==> src/rtl/core/ycc2rgb_pkg.sv <==
// Shared types and constants for the YCbCr to RGB converter.
// Used by ycc2rgb_mulhi and ycbcr_to_rgb_convert_top; no dependencies.
package ycc2rgb_pkg;

   localparam int PIX_W  = 8;   // one color sample
   localparam int GAIN_W = 16;  // Q16 fractional gain
   localparam int OFFS_W = 9;   // sample with its offset removed
   localparam int PROD_W = OFFS_W + GAIN_W;
   localparam int MH_W   = 8;   // multiply-high result, |value| <= 120
   localparam int SUM_W  = 12;  // channel sum, |value| < 700
   localparam int NUM_REGS = 7;
   localparam int IDX_W  = 3;
   localparam int DATA_W = 3 * PIX_W;

   localparam logic signed [OFFS_W-1:0] LUMA_OFFSET   = 9'sd16;
   localparam logic signed [OFFS_W-1:0] CHROMA_OFFSET = 9'sd128;

   typedef enum logic [IDX_W-1:0] {
      REG_LUMA_FRAC_RED   = 3'd0,
      REG_LUMA_FRAC_GREEN = 3'd1,
      REG_LUMA_FRAC_BLUE  = 3'd2,
      REG_CR_FRAC_RED     = 3'd3,
      REG_CB_FRAC_GREEN   = 3'd4,
      REG_CR_FRAC_GREEN   = 3'd5,
      REG_CB_FRAC_BLUE    = 3'd6
   } reg_index_type;

   localparam logic signed [GAIN_W-1:0] RST_LUMA_FRAC = 16'sd10773;
   localparam logic signed [GAIN_W-1:0] RST_CR_FRAC_RED = 16'sd6293;
   localparam logic signed [GAIN_W-1:0] RST_CB_FRAC_GREEN = -16'sd25675;
   localparam logic signed [GAIN_W-1:0] RST_CR_FRAC_GREEN = -16'sd20511;
   localparam logic signed [GAIN_W-1:0] RST_CB_FRAC_BLUE = 16'sd1129;

   typedef logic signed [OFFS_W-1:0] offs_type;
   typedef logic signed [GAIN_W-1:0] gain_type;
   typedef logic signed [MH_W-1:0]   mh_type;
   typedef logic signed [SUM_W-1:0]  sum_type;

endpackage

==> src/rtl/core/ycbcr_to_rgb_convert_top.sv <==
// BT.601 limited-range YCbCr to RGB converter, four register stages.
// Throughput one item per cycle while the output is not stalled.
// Stages: offset removal, seven Q16 multiply-highs, channel sums, clamp to 0..255.
// Each stage holds its item while the next stage cannot take it, so bubbles close up under stall.
// Synchronous reset empties the pipeline and loads the default gains.
module ycbcr_to_rgb_convert_top (
   input  logic                            clock,
   input  logic                            reset,
   input  logic                            req_tvalid,
   output logic                            req_tready,
   // luma [7:0], chroma_blue [15:8], chroma_red [23:16]
   input  logic [ycc2rgb_pkg::DATA_W-1:0]  req_tdata,
   output logic                            rsp_tvalid,
   input  logic                            rsp_tready,
   // red [7:0], green [15:8], blue [23:16]
   output logic [ycc2rgb_pkg::DATA_W-1:0]  rsp_tdata,
   input  logic                            csr_we,
   input  logic [ycc2rgb_pkg::IDX_W-1:0]   csr_index,
   input  logic [ycc2rgb_pkg::GAIN_W-1:0]  csr_wdata
);
   import ycc2rgb_pkg::*;

   // Gain registers
   gain_type lfr_ff, lfg_ff, lfb_ff, crr_ff, cbg_ff, crg_ff, cbb_ff;

   always_ff @(posedge clock) begin
      if (reset) begin
         lfr_ff <= RST_LUMA_FRAC;
         lfg_ff <= RST_LUMA_FRAC;
         lfb_ff <= RST_LUMA_FRAC;
         crr_ff <= RST_CR_FRAC_RED;
         cbg_ff <= RST_CB_FRAC_GREEN;
         crg_ff <= RST_CR_FRAC_GREEN;
         cbb_ff <= RST_CB_FRAC_BLUE;
      end else if (csr_we) begin
         case (reg_index_type'(csr_index))
            REG_LUMA_FRAC_RED:   lfr_ff <= csr_wdata;
            REG_LUMA_FRAC_GREEN: lfg_ff <= csr_wdata;
            REG_LUMA_FRAC_BLUE:  lfb_ff <= csr_wdata;
            REG_CR_FRAC_RED:     crr_ff <= csr_wdata;
            REG_CB_FRAC_GREEN:   cbg_ff <= csr_wdata;
            REG_CR_FRAC_GREEN:   crg_ff <= csr_wdata;
            REG_CB_FRAC_BLUE:    cbb_ff <= csr_wdata;
            default: ;
         endcase
      end
   end

   // Stage valid bits and per-stage advance
   logic v1_ff, v2_ff, v3_ff, v4_ff;
   logic v1_in, v2_in, v3_in, v4_in;
   logic rdy1, rdy2, rdy3, rdy4;

   assign rdy4 = !v4_ff || rsp_tready;
   assign rdy3 = !v3_ff || rdy4;
   assign rdy2 = !v2_ff || rdy3;
   assign rdy1 = !v1_ff || rdy2;

   assign v1_in = req_tvalid;
   assign v2_in = v1_ff;
   assign v3_in = v2_ff;
   assign v4_in = v3_ff;

   always_ff @(posedge clock) begin
      if (reset) begin
         v1_ff <= 1'b0;
         v2_ff <= 1'b0;
         v3_ff <= 1'b0;
         v4_ff <= 1'b0;
      end else begin
         if (rdy1) v1_ff <= v1_in;
         if (rdy2) v2_ff <= v2_in;
         if (rdy3) v3_ff <= v3_in;
         if (rdy4) v4_ff <= v4_in;
      end
   end

   assign req_tready = rdy1;

   // Stage 1: remove offsets
   offs_type t1_ff, cb1_ff, cr1_ff;
   offs_type t1_in, cb1_in, cr1_in;

   assign t1_in  = offs_type'({1'b0, req_tdata[PIX_W-1:0]}) - LUMA_OFFSET;
   assign cb1_in = offs_type'({1'b0, req_tdata[2*PIX_W-1:PIX_W]}) - CHROMA_OFFSET;
   assign cr1_in = offs_type'({1'b0, req_tdata[3*PIX_W-1:2*PIX_W]}) - CHROMA_OFFSET;

   always_ff @(posedge clock) begin
      if (rdy1) begin
         t1_ff  <= t1_in;
         cb1_ff <= cb1_in;
         cr1_ff <= cr1_in;
      end
   end

   // Stage 2: multiply-highs, offsets carried along
   mh_type   mh_tr, mh_tg, mh_tb, mh_crr, mh_cbg, mh_crg, mh_cbb;
   offs_type t2_ff, cb2_ff, cr2_ff;

   ycc2rgb_mulhi u_mh_tr  (.clock(clock), .enable(rdy2), .a(t1_ff),  .b(lfr_ff), .mh(mh_tr));
   ycc2rgb_mulhi u_mh_tg  (.clock(clock), .enable(rdy2), .a(t1_ff),  .b(lfg_ff), .mh(mh_tg));
   ycc2rgb_mulhi u_mh_tb  (.clock(clock), .enable(rdy2), .a(t1_ff),  .b(lfb_ff), .mh(mh_tb));
   ycc2rgb_mulhi u_mh_crr (.clock(clock), .enable(rdy2), .a(cr1_ff), .b(crr_ff), .mh(mh_crr));
   ycc2rgb_mulhi u_mh_cbg (.clock(clock), .enable(rdy2), .a(cb1_ff), .b(cbg_ff), .mh(mh_cbg));
   ycc2rgb_mulhi u_mh_crg (.clock(clock), .enable(rdy2), .a(cr1_ff), .b(crg_ff), .mh(mh_crg));
   ycc2rgb_mulhi u_mh_cbb (.clock(clock), .enable(rdy2), .a(cb1_ff), .b(cbb_ff), .mh(mh_cbb));

   always_ff @(posedge clock) begin
      if (rdy2) begin
         t2_ff  <= t1_ff;
         cb2_ff <= cb1_ff;
         cr2_ff <= cr1_ff;
      end
   end

   // Stage 3: channel sums. The operands are small enough that no partial sum
   // ever reaches the 16-bit saturation limits, so plain adds give the same result.
   sum_type r3_ff, g3_ff, b3_ff;
   sum_type r3_in, g3_in, b3_in;
   sum_type t_x, cb_x, cr_x, half_cr;

   assign t_x     = SUM_W'(t2_ff);
   assign cb_x    = SUM_W'(cb2_ff);
   assign cr_x    = SUM_W'(cr2_ff);
   assign half_cr = cr_x >>> 1;

   assign r3_in = SUM_W'(mh_tr) + t_x + SUM_W'(mh_crr) + cr_x + half_cr;
   assign g3_in = SUM_W'(mh_tg) + t_x + SUM_W'(mh_cbg) + SUM_W'(mh_crg) - half_cr;
   assign b3_in = SUM_W'(mh_tb) + t_x + SUM_W'(mh_cbb) + (cb_x <<< 1);

   always_ff @(posedge clock) begin
      if (rdy3) begin
         r3_ff <= r3_in;
         g3_ff <= g3_in;
         b3_ff <= b3_in;
      end
   end

   // Stage 4: clamp into the output register
   function automatic logic [PIX_W-1:0] clamp8(input sum_type v);
      logic [PIX_W-1:0] res;
      if (v < 0) begin
         res = '0;
      end else if (v > SUM_W'(255)) begin
         res = '1;
      end else begin
         res = v[PIX_W-1:0];
      end
      return res;
   endfunction

   logic [DATA_W-1:0] out_ff;
   logic [DATA_W-1:0] out_in;

   assign out_in = {clamp8(b3_ff), clamp8(g3_ff), clamp8(r3_ff)};

   always_ff @(posedge clock) begin
      if (rdy4) begin
         out_ff <= out_in;
      end
   end

   assign rsp_tvalid = v4_ff;
   assign rsp_tdata  = out_ff;

   // Checks
   a_accept_fills_s1: assert property (@(posedge clock) disable iff (reset)
      (req_tvalid && req_tready) |=> v1_ff)
      else $error("accepted item did not enter the first stage");

   a_stall_only_when_full: assert property (@(posedge clock) disable iff (reset)
      !req_tready |-> (v1_ff && v2_ff && v3_ff && v4_ff))
      else $error("input stalled while a stage was empty");

   a_s3_holds_on_stall: assert property (@(posedge clock) disable iff (reset)
      (v4_ff && !rsp_tready && v3_ff) |=> (v3_ff && $stable(r3_ff) && $stable(b3_ff)))
      else $error("stage three lost its item under stall");

   a_no_item_created: assert property (@(posedge clock) disable iff (reset)
      (!v3_ff && !rsp_tready && v4_ff) |=> !v3_ff || $past(v2_ff))
      else $error("stage three filled without an item upstream");

endmodule

==> src/rtl/core/ycc2rgb_mulhi.sv <==
// Registered signed Q16 multiply-high: floor(a * b / 65536).
// Depends on ycc2rgb_pkg for widths and types.
module ycc2rgb_mulhi (
   input  logic                  clock,
   input  logic                  enable,
   input  ycc2rgb_pkg::offs_type a,
   input  ycc2rgb_pkg::gain_type b,
   output ycc2rgb_pkg::mh_type   mh
);
   import ycc2rgb_pkg::*;

   logic signed [PROD_W-1:0] prod;
   mh_type                   mh_ff;
   mh_type                   mh_in;

   // Taking the bits above 16 is an arithmetic shift, so it rounds toward minus infinity.
   // The result always fits the narrow field, so the top bits are dropped.
   assign prod  = PROD_W'(a) * PROD_W'(b);
   assign mh_in = prod[GAIN_W+MH_W-1:GAIN_W];

   always_ff @(posedge clock) begin
      if (enable) begin
         mh_ff <= mh_in;
      end
   end

   assign mh = mh_ff;

endmodule

==> config.mk <==
export PLATFORM = sky130hd
export DESIGN_NAME = ycbcr_to_rgb_convert_top
export DESIGN_NICKNAME = d
export VERILOG_FILES = /design/src/rtl/core/ycc2rgb_pkg.sv /design/src/rtl/core/ycbcr_to_rgb_convert_top.sv /design/src/rtl/core/ycc2rgb_mulhi.sv
export SDC_FILE = /design/constraint.sdc
export NUM_CORES = 2
export LEC_CHECK = 0
export BUFFER_PORTS_ARGS = -buffer_cell sky130_fd_sc_hd__buf_2
export CAP_MARGIN = 40
export CORE_MARGIN = 2
export CORE_UTILIZATION = 45
export CTS_CLUSTER_DIAMETER = 40
export DETAILED_ROUTE_END_ITERATION = 8
export GPL_ROUTABILITY_DRIVEN = 0
export SLEW_MARGIN = 20
export SYNTH_ARGS = -nofsm -noshare
export SYNTH_HDL_FRONTEND = slang
export SYNTH_HIERARCHICAL = 1
export SYNTH_SLANG_ARGS = --single-unit
==> constraint.sdc <==
create_clock -name clock -period 9 [get_ports clock]
set_input_delay 1.8 -clock clock [delete_from_list [all_inputs] [get_ports clock]]
set_output_delay 1.8 -clock clock [all_outputs]
set_load 0.02 [all_outputs]
==> results.txt <==
max_slew headroom: 43.8%
# IOs: 74
Pleak: 23.1 nW
CP Capture Type: flip-flop
die area: 98600 um2
Die Y-Extent: 314 um
Seq cells post-synth: 282
max_cap viols: 0
first-pass GRT wire length: 179 mm
Die Wd: 314 um
asr flop ratio synth: 0%
P&R area growth vs syn: 9.42%
Largest stage delay, worst path: 0.71 ns
CP Buf/Inv Count: 5
CTS Buf Count: 60
hpwl dp: 83.8 mm
drt pass-1 iters: 6
vias in the first global route: 31890
Via density: 5.16
RSZ-0062 raised after global routing: false
final worst path period share: 66.6%
worst path cell trace: buf_8, buf_4, nand2_1, fa_1, inv_1, fa_1, inv_1, fa_1, inv_1, fa_1, fa_1, ha_1, nor2b_1, o41ai_2, a21oi_2, a221o_2, o41a_1, nand4_1
Final nets: 5639
syn_nets: 5566
most used cell, CP: fa_1
Routed Antenna Nets: 0
CTS tree: yes
Critical Path RT: 9.51 ns
Netlist Area Pre-Place: 43200 um2
CP Launch Type: flip-flop
Fillers: 8794
setup_tns: 0 ns
global route overflow: 0
Ys Warns: 6
post-CTS sizing: 0
top cell family by delay on the critical path: adder cells
Worst-Margin Slew: 0.841 ns
worst vdd ir: 292 uV
cells after synthesis: 4297
htree depth: 2
DRT Wirelength: 109 mm
sequential element share of the synthesized area: 16.9%
cell at the root of the clock tree: clkbuf_16
Core ar.: 95200 um2
count of final max-slew check failures: 0
clock sink count: 282
total number of vias: 29315
number of core rows: 113
antenna violations before repair: 5
final setup violation count: 0
Finished Core Util: 49.7%
CP Data Arrival Time: 6.51 ns
fmax: 167 MHz
Worst Setup SP: t1_ff[1]
share of layout cells above drive strength 1: 6.31%
worst-skew pair later-pin latency: 0.65 ns
clock skew: 0.0257 ns
Primary FF master, synth: edfxtp_1
reg-to-reg startpoint: t1_ff[1]
Final Hold Vio Count: 0
clock slew at reported path FFs: 0.05 ns
min Tclk post-route: 6.00 ns
initial core utilization: 45.4%
WL per Instance: 19.2 um
CTS max path bufs: 3
Pwr per Cell Area: 287 nW/um2
Post-CTS Setup Inserts: 0
largest net degree at the start of global routing: 78
min-delay worst type: reg2reg
status: finished clean
Tot GR Track Use: 23.3%
synth unique cells: 76
Setup Crit Path Kind: reg2reg
Post-synth EDFFs: 166
DR iter-0 viols: 1499
final hold slack: 0.467 ns
Slowest-stage cell, CP: edfxtp_1
HP Start: v2_ff
Max FO, Critical Path: 25
Remaining DRCs: 0
IO buf count: 73
Mean Syn Cell Area: 10.1 um2
cts hold-fix bufs: 0
==> sequential cells by signal, indices dropped and copies added (netlist names), 9 cells and up <==
register,count
crg_ff,16
t1_ff,9
lfr_ff,16
cbb_ff,16
b3_ff,12
rsp_tdata,24
cbg_ff,16
lfg_ff,16
g3_ff,12
lfb_ff,16
crr_ff,16
r3_ff,12
t2_ff,9
==> placed cells by master, fill, tap and decap left out, types with 16 or more instances in the layout <==
cell / synthesis / final
buf_4: 0 / 34
a21oi_1: 116 / 116
ha_1: 347 / 347
nand3_1: 34 / 34
clkbuf_16: 0 / 62
a21o_1: 27 / 27
nor2_1: 106 / 102
nand2b_1: 28 / 28
o21ai_0: 26 / 26
xnor2_1: 98 / 98
xor2_1: 35 / 35
nand2_1: 695 / 694
nand3b_1: 49 / 49
clkinv_4: 0 / 16
and2_1: 467 / 467
a211oi_1: 18 / 18
dfxtp_1: 116 / 116
buf_2: 6 / 72
fa_1: 874 / 874
inv_1: 702 / 701
edfxtp_1: 166 / 166
nor2b_1: 99 / 99
==> cell families after synthesis <==
group / synth area share (%)
mux: 0.0926
compound gates: 4.53
fa+ha+maj: 50.5
simple gates: 18.2
buf+inv: 7.04
flops: 16.9
xor+xnor: 2.69
==> worst register-to-register path: cells and delay by family, from the launching register on <==
family / cells / cell delay, ns
DFF: 1 / 0.71
buffers and inverters: 5 / 0.74
AOI/OAI and AO/OA: 4 / 1.36
adders and majority gates: 6 / 2.67
and+or+nand+nor: 3 / 0.37
==> metrics by stage <==
stage | instance area (um2) | total power [mW] | cells | setup WS, ns
global route | 47300 | 15.0 | 5686 | 2.69
finish | 47300 | 13.6 | 5686 | 3.00
CTS | 47300 | 13.7 | 5683 | 3.01
global placement | 45000 | 11.1 | 5561 | 2.87
floorplan | 43200 | 9.00 | 4297 | 3.57
detailed placement | 45200 | 11.3 | 5571 | 3.01
==> cells in the mapped netlist, types with 18 or more instances <==
master | instances | area, um2
clkbuf_1 | 98 | 368
dfxtp_1 | 116 | 2320
nand3_1 | 34 | 170
inv_1 | 702 | 2640
fa_1 | 874 | 17500
ha_1 | 347 | 4340
nand2b_1 | 28 | 175
nor2b_1 | 99 | 619
xnor2_1 | 98 | 858
and2_1 | 467 | 2920
a21o_1 | 27 | 203
nor2_1 | 106 | 398
nand2_1 | 695 | 2610
nand3b_1 | 49 | 368
edfxtp_1 | 166 | 4980
xor2_1 | 35 | 307
o21ai_0 | 26 | 130
a21oi_1 | 116 | 581
a211oi_1 | 18 | 135
==> layer usage <==
| metal | track usage [%] | share of wire, % |
|---|---|---|
| met4 | 5.90 | 2.6 |
| met3 | 4.18 | 5.6 |
| met2 | 36.8 | 45 |
| met1 | 33.3 | 46 |
| met5 | 0 | 0.049 |
==> layout make-up <==
type / count / area [um2] / area share, %
Multi-Input combinational cell: 3206 / 32900 / 69.5
Sequential cell: 282 / 7310 / 15.4
Inverter: 702 / 2640 / 5.57
Tap cell: 1265 / 1580 / 3.35
Clock buffer: 67 / 1580 / 3.34
Timing Repair Buffer: 118 / 813 / 1.72
Clock inverter: 45 / 485 / 1.03
Antenna cell: 1 / 2.50 / 0.00529
==> power by group <==
part	internal [mW]	switching (mW)	total, mW
Combinational	3.87	5.06	8.93
Clock	1.43	0.830	2.26
Sequential	2.12	0.271	2.39
==> final timing paths <==
path / end / slack (ns) / cells past startpoint
worst max-delay path: u_mh_tr/mh[7] / 3.00 / 18
worst min-delay path: v3_ff / 0.47 / 2
worst max register to register: u_mh_tr/mh[7] / 3.00 / 18
worst min register to register: v3_ff / 0.47 / 2
Power figures use the tool's default switching activity.
